$ cat config.mk
export PLATFORM = sky130hd
export DESIGN_NAME = ps2_set1_scancode_to_ascii_core
export DESIGN_NICKNAME = d
export VERILOG_FILES = /design/src/hw/rtl/ps2s1_pkg.sv /design/src/hw/rtl/ps2s1_queue.sv /design/src/hw/rtl/ps2s1_front.sv /design/src/hw/rtl/ps2s1_back.sv /design/src/hw/rtl/ps2_set1_scancode_to_ascii_core.sv
export SDC_FILE = /design/constraint.sdc
export NUM_CORES = 1
export LEC_CHECK = 0
export BUFFER_PORTS_ARGS = -buffer_cell sky130_fd_sc_hd__buf_4
export CAP_MARGIN = 10
export CELL_PAD_IN_SITES_DETAIL_PLACEMENT = 0
export CELL_PAD_IN_SITES_GLOBAL_PLACEMENT = 1
export CORE_MARGIN = 4
export CORE_UTILIZATION = 49
export DETAILED_ROUTE_END_ITERATION = 8
export PLACE_DENSITY_LB_ADDON = 0.1
export SETUP_SLACK_MARGIN = 0.02
export SYNTH_ARGS = -nofsm -noshare
export SYNTH_HDL_FRONTEND = slang
export SYNTH_HIERARCHICAL = 1
export SYNTH_SLANG_ARGS = --single-unit
$ cat constraint.sdc
create_clock -name clk -period 5.6 [get_ports clk]
set_clock_uncertainty 0.15 [all_clocks]
set_input_delay 0.56 -clock clk [delete_from_list [all_inputs] [get_ports clk]]
set_output_delay 0.56 -clock clk [all_outputs]
set_load 0.05 [all_outputs]
$ cat src/hw/rtl/ps2s1_pkg.sv
// ----------------------------------------------------------------------------
// ps2s1_pkg
// Shared types, key codes and character tables for the set 1 translator.
// ----------------------------------------------------------------------------
`default_nettype none

package ps2s1_pkg;

  // scancode bytes and key codes
  localparam logic [7:0] EXT_PREFIX = 8'hE0;
  localparam int unsigned BREAK_BIT = 7;
  localparam logic [6:0] KEY_LSHIFT   = 7'h2A;
  localparam logic [6:0] KEY_RSHIFT   = 7'h36;
  localparam logic [6:0] KEY_CTRL     = 7'h1D;
  localparam logic [6:0] KEY_ALT      = 7'h38;
  localparam logic [6:0] KEY_CAPS     = 7'h3A;
  localparam logic [6:0] KEY_KP_ENTER = 7'h1C;
  localparam logic [6:0] KEY_KP_SLASH = 7'h35;
  localparam logic [6:0] TABLE_SIZE   = 7'h3A;

  // characters used outside the tables
  localparam logic [6:0] CH_LF    = 7'h0A;
  localparam logic [6:0] CH_SLASH = 7'h2F;
  localparam logic [6:0] CASE_BIT = 7'h20;

  // queue depths
  localparam int unsigned JOB_DEPTH = 2;
  localparam int unsigned OUT_DEPTH = 2;

  localparam int unsigned KEY_W   = 6;
  localparam int unsigned ASCII_W = 7;

  // one translation job handed from the front to the back
  typedef struct packed {
    logic [KEY_W-1:0] key;
    logic             ext;
    logic             shift;
    logic             ctrl;
    logic             caps;
  } job_t;

  localparam int unsigned JOB_W = $bits(job_t);

  // unshifted table
  function automatic logic [6:0] rom_plain(input logic [KEY_W-1:0] key);
    logic [6:0] ch;
    unique case (key)
      6'h01: ch = 7'h1B;
      6'h02: ch = 7'h31;
      6'h03: ch = 7'h32;
      6'h04: ch = 7'h33;
      6'h05: ch = 7'h34;
      6'h06: ch = 7'h35;
      6'h07: ch = 7'h36;
      6'h08: ch = 7'h37;
      6'h09: ch = 7'h38;
      6'h0A: ch = 7'h39;
      6'h0B: ch = 7'h30;
      6'h0C: ch = 7'h2D;
      6'h0D: ch = 7'h3D;
      6'h0E: ch = 7'h08;
      6'h0F: ch = 7'h09;
      6'h10: ch = 7'h71;
      6'h11: ch = 7'h77;
      6'h12: ch = 7'h65;
      6'h13: ch = 7'h72;
      6'h14: ch = 7'h74;
      6'h15: ch = 7'h79;
      6'h16: ch = 7'h75;
      6'h17: ch = 7'h69;
      6'h18: ch = 7'h6F;
      6'h19: ch = 7'h70;
      6'h1A: ch = 7'h5B;
      6'h1B: ch = 7'h5D;
      6'h1C: ch = 7'h0A;
      6'h1E: ch = 7'h61;
      6'h1F: ch = 7'h73;
      6'h20: ch = 7'h64;
      6'h21: ch = 7'h66;
      6'h22: ch = 7'h67;
      6'h23: ch = 7'h68;
      6'h24: ch = 7'h6A;
      6'h25: ch = 7'h6B;
      6'h26: ch = 7'h6C;
      6'h27: ch = 7'h3B;
      6'h28: ch = 7'h27;
      6'h29: ch = 7'h60;
      6'h2B: ch = 7'h5C;
      6'h2C: ch = 7'h7A;
      6'h2D: ch = 7'h78;
      6'h2E: ch = 7'h63;
      6'h2F: ch = 7'h76;
      6'h30: ch = 7'h62;
      6'h31: ch = 7'h6E;
      6'h32: ch = 7'h6D;
      6'h33: ch = 7'h2C;
      6'h34: ch = 7'h2E;
      6'h35: ch = 7'h2F;
      6'h37: ch = 7'h2A;
      6'h39: ch = 7'h20;
      default: ch = 7'h00;
    endcase
    return ch;
  endfunction

  // true for a to z and A to Z
  function automatic logic is_letter(input logic [6:0] ch);
    return ((ch >= 7'h61) && (ch <= 7'h7A)) || ((ch >= 7'h41) && (ch <= 7'h5A));
  endfunction

  // shifted table: symbols listed, letters go upper case, rest as plain
  function automatic logic [6:0] rom_shift(input logic [KEY_W-1:0] key);
    logic [6:0] ch;
    logic [6:0] base;
    base = rom_plain(key);
    unique case (key)
      6'h02: ch = 7'h21;
      6'h03: ch = 7'h40;
      6'h04: ch = 7'h23;
      6'h05: ch = 7'h24;
      6'h06: ch = 7'h25;
      6'h07: ch = 7'h5E;
      6'h08: ch = 7'h26;
      6'h09: ch = 7'h2A;
      6'h0A: ch = 7'h28;
      6'h0B: ch = 7'h29;
      6'h0C: ch = 7'h5F;
      6'h0D: ch = 7'h2B;
      6'h1A: ch = 7'h7B;
      6'h1B: ch = 7'h7D;
      6'h27: ch = 7'h3A;
      6'h28: ch = 7'h22;
      6'h29: ch = 7'h7E;
      6'h2B: ch = 7'h7C;
      6'h33: ch = 7'h3C;
      6'h34: ch = 7'h3E;
      6'h35: ch = 7'h3F;
      default: ch = is_letter(base) ? (base ^ CASE_BIT) : base;
    endcase
    return ch;
  endfunction

endpackage

`default_nettype wire

$ cat src/hw/rtl/ps2s1_queue.sv
// ----------------------------------------------------------------------------
// ps2s1_queue
// Small synchronous first-in first-out queue with push/full and pop/empty.
// ----------------------------------------------------------------------------
`default_nettype none

module ps2s1_queue #(
  parameter int unsigned WIDTH = 8,
  parameter int unsigned DEPTH = 2
) (
  input  wire logic             clk,
  input  wire logic             rst,
  input  wire logic             push,
  input  wire logic [WIDTH-1:0] wdata,
  output logic                  full,
  input  wire logic             pop,
  output logic [WIDTH-1:0]      rdata,
  output logic                  empty
);

  localparam int unsigned PTR_W = (DEPTH > 1) ? $clog2(DEPTH) : 1;
  localparam int unsigned CNT_W = $clog2(DEPTH + 1);

  logic [WIDTH-1:0] mem [DEPTH];
  logic [PTR_W-1:0] wr_ptr;
  logic [PTR_W-1:0] rd_ptr;
  logic [CNT_W-1:0] count;
  logic             do_push;
  logic             do_pop;

  assign full    = (count == CNT_W'(DEPTH));
  assign empty   = (count == '0);
  assign do_push = push && !full;
  assign do_pop  = pop && !empty;
  assign rdata   = mem[rd_ptr];

  // storage
  always_ff @(posedge clk) begin
    if (do_push) begin
      mem[wr_ptr] <= wdata;
    end
  end

  // pointers and fill count
  always_ff @(posedge clk) begin
    if (rst) begin
      wr_ptr <= '0;
      rd_ptr <= '0;
      count  <= '0;
    end else begin
      if (do_push) begin
        wr_ptr <= (wr_ptr == PTR_W'(DEPTH - 1)) ? '0 : wr_ptr + 1'b1;
      end
      if (do_pop) begin
        rd_ptr <= (rd_ptr == PTR_W'(DEPTH - 1)) ? '0 : rd_ptr + 1'b1;
      end
      if (do_push && !do_pop) begin
        count <= count + 1'b1;
      end else if (do_pop && !do_push) begin
        count <= count - 1'b1;
      end
    end
  end

endmodule

`default_nettype wire

$ cat src/hw/rtl/ps2s1_front.sv
// ----------------------------------------------------------------------------
// ps2s1_front
// Tracks prefix and modifier state per scancode byte and issues jobs for
// make codes that can yield a character.
// ----------------------------------------------------------------------------
`default_nettype none

module ps2s1_front (
  input  wire logic       clk,
  input  wire logic       rst,
  input  wire logic       accept,
  input  wire logic [7:0] scan_byte,
  output logic            job_valid,
  output ps2s1_pkg::job_t job
);

  logic extended_pending;
  logic left_shift_down;
  logic right_shift_down;
  logic control_down;
  logic caps_lock_on;

  logic       is_prefix;
  logic       brk;
  logic [6:0] key;
  logic       is_modifier;
  logic       ext_ok;

  // byte decode
  assign is_prefix = (scan_byte == ps2s1_pkg::EXT_PREFIX);
  assign brk       = scan_byte[ps2s1_pkg::BREAK_BIT];
  assign key       = scan_byte[6:0];

  assign is_modifier = (key == ps2s1_pkg::KEY_LSHIFT) || (key == ps2s1_pkg::KEY_RSHIFT) ||
                       (key == ps2s1_pkg::KEY_CTRL)   || (key == ps2s1_pkg::KEY_ALT)    ||
                       (key == ps2s1_pkg::KEY_CAPS);
  assign ext_ok = (key == ps2s1_pkg::KEY_KP_ENTER) || (key == ps2s1_pkg::KEY_KP_SLASH);

  // a job only for make codes that may produce a character
  assign job_valid = !is_prefix && !brk && !is_modifier &&
                     (extended_pending ? ext_ok : (key < ps2s1_pkg::TABLE_SIZE));

  assign job.key   = key[ps2s1_pkg::KEY_W-1:0];
  assign job.ext   = extended_pending;
  assign job.shift = left_shift_down || right_shift_down;
  assign job.ctrl  = control_down;
  assign job.caps  = caps_lock_on;

  // prefix and modifier flags
  always_ff @(posedge clk) begin
    if (rst) begin
      extended_pending <= 1'b0;
      left_shift_down  <= 1'b0;
      right_shift_down <= 1'b0;
      control_down     <= 1'b0;
      caps_lock_on     <= 1'b0;
    end else if (accept) begin
      extended_pending <= is_prefix;
      if (!is_prefix) begin
        if ((key == ps2s1_pkg::KEY_LSHIFT) && !extended_pending) begin
          left_shift_down <= !brk;
        end
        if ((key == ps2s1_pkg::KEY_RSHIFT) && !extended_pending) begin
          right_shift_down <= !brk;
        end
        if (key == ps2s1_pkg::KEY_CTRL) begin
          control_down <= !brk;
        end
        if ((key == ps2s1_pkg::KEY_CAPS) && !brk) begin
          caps_lock_on <= !caps_lock_on;
        end
      end
    end
  end

endmodule

`default_nettype wire

$ cat src/hw/rtl/ps2s1_back.sv
// ----------------------------------------------------------------------------
// ps2s1_back
// Turns one job into a character through the key tables and the ctrl and
// caps rules, dropping jobs that give no character.
// ----------------------------------------------------------------------------
`default_nettype none

module ps2s1_back (
  input  wire logic                job_empty,
  input  wire ps2s1_pkg::job_t     job,
  output logic                     job_pop,
  input  wire logic                out_full,
  output logic                     out_push,
  output logic [6:0]               out_data
);

  logic [6:0] base;
  logic [6:0] ch;

  // table lookup
  assign base = job.shift ? ps2s1_pkg::rom_shift(job.key) : ps2s1_pkg::rom_plain(job.key);

  // keypad keys, then ctrl letters, then caps inversion
  always_comb begin
    if (job.ext) begin
      ch = (job.key == ps2s1_pkg::KEY_KP_ENTER[ps2s1_pkg::KEY_W-1:0]) ?
           ps2s1_pkg::CH_LF : ps2s1_pkg::CH_SLASH;
    end else if (job.ctrl) begin
      ch = ps2s1_pkg::is_letter(base) ? {2'b00, base[4:0]} : 7'h00;
    end else if (job.caps && ps2s1_pkg::is_letter(base)) begin
      ch = base ^ ps2s1_pkg::CASE_BIT;
    end else begin
      ch = base;
    end
  end

  // one job a cycle while the result queue has room
  assign job_pop  = !job_empty && !out_full;
  assign out_push = job_pop && (ch != 7'h00);
  assign out_data = ch;

endmodule

`default_nettype wire

$ cat src/hw/rtl/ps2_set1_scancode_to_ascii_core.sv
// ----------------------------------------------------------------------------
// ps2_set1_scancode_to_ascii_core
// Scancode set 1 byte stream to US-layout ASCII characters.
//
// Input side is a queue write port: a byte on scan_byte is taken at a clock
// edge with push high and full low. Output side is a queue read port: while
// empty is low the oldest character is on ascii_code, and pop takes it.
// Prefix, shift, ctrl and caps bytes update internal flags and give no
// character; break codes and unmapped keys give none either.
// Throughput is one byte per cycle while full is low. A byte that yields a
// character is written into the job queue when taken; from its head the
// table lookup moves it to the result queue and the output once that has room.
// Each queue holds two words; when pop stays low the result queue fills,
// the back end stops taking jobs, the job queue fills and full rises.
// Synchronous reset clears all key flags and empties both queues; the
// block takes bytes in the first cycle after reset.
// ----------------------------------------------------------------------------
`default_nettype none

module ps2_set1_scancode_to_ascii_core #(
  parameter int unsigned JOB_DEPTH = ps2s1_pkg::JOB_DEPTH,
  parameter int unsigned OUT_DEPTH = ps2s1_pkg::OUT_DEPTH
) (
  input  wire logic       clk,
  input  wire logic       rst,
  input  wire logic       push,
  output logic            full,
  input  wire logic [7:0] scan_byte,
  input  wire logic       pop,
  output logic            empty,
  output logic [6:0]      ascii_code
);

  logic            accept;
  logic            job_valid;
  ps2s1_pkg::job_t job_in;
  ps2s1_pkg::job_t job_head;
  logic            job_empty;
  logic            job_pop;
  logic            out_full;
  logic            out_push;
  logic [6:0]      out_data;

  assign accept = push && !full;

  // flag tracking and classification
  ps2s1_front u_front (
    .clk       (clk),
    .rst       (rst),
    .accept    (accept),
    .scan_byte (scan_byte),
    .job_valid (job_valid),
    .job       (job_in)
  );

  // jobs between front and back
  ps2s1_queue #(
    .WIDTH (ps2s1_pkg::JOB_W),
    .DEPTH (JOB_DEPTH)
  ) u_job_queue (
    .clk   (clk),
    .rst   (rst),
    .push  (accept && job_valid),
    .wdata (job_in),
    .full  (full),
    .pop   (job_pop),
    .rdata (job_head),
    .empty (job_empty)
  );

  // character lookup
  ps2s1_back u_back (
    .job_empty (job_empty),
    .job       (job_head),
    .job_pop   (job_pop),
    .out_full  (out_full),
    .out_push  (out_push),
    .out_data  (out_data)
  );

  // result words
  ps2s1_queue #(
    .WIDTH (ps2s1_pkg::ASCII_W),
    .DEPTH (OUT_DEPTH)
  ) u_out_queue (
    .clk   (clk),
    .rst   (rst),
    .push  (out_push),
    .wdata (out_data),
    .full  (out_full),
    .pop   (pop),
    .rdata (ascii_code),
    .empty (empty)
  );

endmodule

`default_nettype wire

==> results.tsv <==
stage	metric	value	unit
die	chip width	95.9	µm
critical_path	CP peak stage delay	0.59	ns
synthesis	FF+latch count, synth	49	
place	Port Buffers	20	
synthesis	Post-synth EDFFs	34	
clocking	Num CTS Buffers	5	
route	detailed-route DRC error count	0	
global_route	gr ovfl total	0	
clocking	TritonCTS clock tree	yes	
critical_path	largest delay contributor family on the critical path	compound AO/OA/AOI/OAI gates	
synthesis	Synth top area share	27.0	%
route	drt pass-1 iters	4	
critical_path	CP Class	register to register	
clocking	root buffer cell	clkbuf_8	
sta	fin crit share	87.5	%
sta	worst slew pin tran	0.725	ns
route	DR vias/cell	6.04	
synthesis	post-synthesis simple-gate area fraction	24.7	%
synthesis	FFs w/ async S/R, synth	0	%
synthesis	top post-synthesis cells by area	edfxtp_1 27%, dfxtp_1 7.9%, mux2_2 5.7%, ha_1 4.3%, nor2_1 3.1%	
place	post-DP HPWL	5.95	mm
global_route	largest net degree at the start of global routing	45	
synthesis	Synth Area in Adders	4.30	%
status	status	finished, final reports clean	
sta	min cycle time layout	4.90	ns
layout	fin util	53.6	%
critical_path	critical path arrival	4.99	ns
route	Total Wirelength	7.99	mm
sta	Final Hold Vio Count	0	
clocking	Clk pin slew, worst setup/hold paths	0.10	ns
synthesis	Synth area leader	edfxtp_1	
synthesis	Post-Syn Nets	407	
die	FP Rows	31	
place	placed instance area	3840	µm²
clocking	number of hold buffers added after cts	0	
global_route	vias in the first global route	2563	
clocking	CTS Buffer Depth	2	
pwr	VDD IR max	0.147	mV
clocking	CTS sink count	49	
place	global placer's final weighted congestion	0.861	
synthesis	largest family of logic cells by synthesized area	simple AND/OR/NAND/NOR gates	
critical_path	Required @ worst endpoint	5.69	ns
pwr	Cell Pwr Density	299	nW/µm²
route	ANT nets after route	0	
synthesis	Avg Inst Size Synth	9.91	µm²
layout	Syn-to-layout area delta	4.30	%
worst_hold_path	path type of the worst min-delay path	register to register	
clocking	Skew-Pair Late Insertion Delay	0.30	ns
critical_path	Setup crit start kind	register	
synthesis	Syn Inst Count	382	
sta	hold slack	0.343	ns
sta	relative slew slack	51.7	%
sta	setup violators final	0	
critical_path	CP cell instances	mux2_2 -> inv_1 -> ha_1 -> and3b_1 -> o21ai_0 -> o211ai_1 -> nand2_1 -> nor4_4 -> a221o_1 -> nor3_2 -> o2bb2ai_1 -> a21boi_1 -> inv_1 -> nor2_1 -> ha_1 -> or3_1 -> a21oi_1	
synthesis	Synth Cell Area	3790	µm²
sta	Max Slew Vio Count	0	
route	drt wl/cell	16.6	µm
route	vias	2906	
global_route	antenna violations before repair	0	
global_route	overall routing resource usage	17.6	%
synthesis	Compound-Gate Fraction of Synth Area	19.0	%
critical_path	Max stage delay cell, worst path	dfxtp_1	
sta	unrepaired setup endpoints after global routing	no	
layout	share of post-route cells with drive strength above 1	21.7	%
die	Initial Utilization	51.4	%
clocking	Post-CTS Setup Inserts	0	
layout	final layout net count	406	
layout	design area	3950	µm²
clocking	cts repair resizes	0	
critical_path	nature of the critical path endpoint	register	
synthesis	top_reg_cell synth	edfxtp_1	
route	DRT iter0 DRCs	168	
die	core area	7370	µm²
layout	antenna diode count	0	
clocking	# H-tree levels	2	
die	IO Count	21	
synthesis	mux cell area share after synthesis	8.46	%
critical_path	Crit path buffers/inverters	2	
synthesis	register area share after synthesis	34.9	%
synthesis	Synth cell types	83	
die	die height	95.9	µm
job	maxcap violations	0	
sta	fmax	204	MHz
die	Die Area	9200	µm²
sta	setup_tns	0	ns
synthesis	Yosys warning count	6	
critical_path	CP max FO	12	
pwr	Pleak	1.46	nW
global_route	first-pass GRT wire length	12.7	mm
synthesis	Synth Area in XOR/XNOR	1.62	%
## cell usage after synthesis (all sizes together) (3+ instances only)
cell type  instances
a211oi             4
a21oi             19
a221oi             3
a311oi             3
a31oi              5
and2               5
and2b              4
and3               4
and3b              5
and4               3
and4b              3
buf               26
dfxtp             15
edfxtp            34
ha                13
inv               13
mux2              21
mux2i              5
nand2             17
nand2b            10
nand3              7
nand3b             7
nand4              5
nor2              32
nor2b             10
nor3               8
nor3b              7
o211a              3
o211ai             6
o21ai             26
o2bb2ai            3
o31ai              6
or2                4
or2b               5
or3                5
xor2               7
## area by class of cell
type | instances | area (µm²)
clock buffers | 6 | 93.8
clock inverters | 2 | 13.8
fillers | 670 | 3420
inverters | 13 | 48.8
multi-input cells | 292 | 2200
flip-flops and latches | 49 | 1320
well taps | 99 | 124
repair buffers | 20 | 150
## per-stage QoR
| stage | total power [mW] | cells | worst slack, ns |
|---|---|---|---|
| floorplan | 0.863 | 382 | 1.49 |
| finish | 1.18 | 481 | 0.701 |
| detailed placement | 0.959 | 473 | 0.792 |
| global route | 1.26 | 481 | 0.472 |
| global placement | 0.957 | 473 | 0.782 |
| CTS | 1.19 | 481 | 0.768 |
## routing by layer
| metal | routed length, µm | global-route usage (%) | up-vias |
|---|---|---|---|
| li1 | - | - | 1424 |
| met1 | 3830 | 25.0 | 1395 |
| met2 | 3750 | 28.5 | 79 |
| met3 | 340 | 2.81 | 8 |
| met4 | 66 | 3.08 | 0 |
| met5 | 0 | 0 | - |
## worst reg2reg max path: stages, from the launching register on
cell	delay, ns
dfxtp_1	0.59
mux2_2	0.51
inv_1	0.26
ha_1	0.53
and3b_1	0.23
o21ai_0	0.28
o211ai_1	0.23
nand2_1	0.18
nor4_4	0.06
a221o_1	0.35
nor3_2	0.21
o2bb2ai_1	0.10
a21boi_1	0.14
inv_1	0.07
nor2_1	0.15
ha_1	0.28
or3_1	0.37
a21oi_1	0.14
## where the power goes
part	switching, mW	leakage, nW	internal, mW
registers	0.0230	0.423	0.427
clock network	0.113	0.0567	0.116
logic	0.312	0.983	0.191
total	0.447	1.46	0.734
## flip-flops by register name, summed over array words and instances (netlist names), 2 cells and up, named ones only
name / cells
u_job_queue/mem: 20
u_job_queue/count: 2
u_out_queue/mem: 14
u_out_queue/count: 2
## kinds of logic after synthesis
kind of cell             after synthesis
AND/OR/NAND/NOR                      148
AO/OA/AOI/OAI                         97
buffers and inverters                 41
adder cells (fa/ha/maj)               13
flip-flops                            49
XOR/XNOR                               7
multiplexers                          27
## placed cells by master (no fill, tap or decap), drive strengths merged, types with 5 or more instances in the layout
cell	instances
nor3b	7
nor3	8
ha	13
and2	5
nand3b	7
nand2b	10
clkbuf	6
nor2b	10
a21oi	19
mux2	21
or2b	5
a31oi	5
or3	5
edfxtp	34
nand4	5
buf	20
o21ai	26
nand2	17
nor2	32
inv	14
o31ai	6
nand3	7
o211ai	6
and3b	5
dfxtp	15
mux2i	5
xor2	7
## worst paths after layout
| path | startpoint | endpoint | slack [ns] | cells past startpoint |
|---|---|---|---|---|
| worst max-delay path | register | u_out_queue/count[1]$_SDFFE_PP0P_ | 0.70 | 17 |
| worst min-delay path | u_front/caps_lock_on$_SDFFE_PP0P_ | u_job_queue/mem[1][0]$_DFFE_PP_ | 0.34 | 0 |
| worst max register to register | register | u_out_queue/count[1]$_SDFFE_PP0P_ | 0.70 | 17 |
| worst min register to register | u_front/caps_lock_on$_SDFFE_PP0P_ | u_job_queue/mem[1][0]$_DFFE_PP_ | 0.34 | 0 |
No activity file was read; power rests on OpenSTA's default activity.
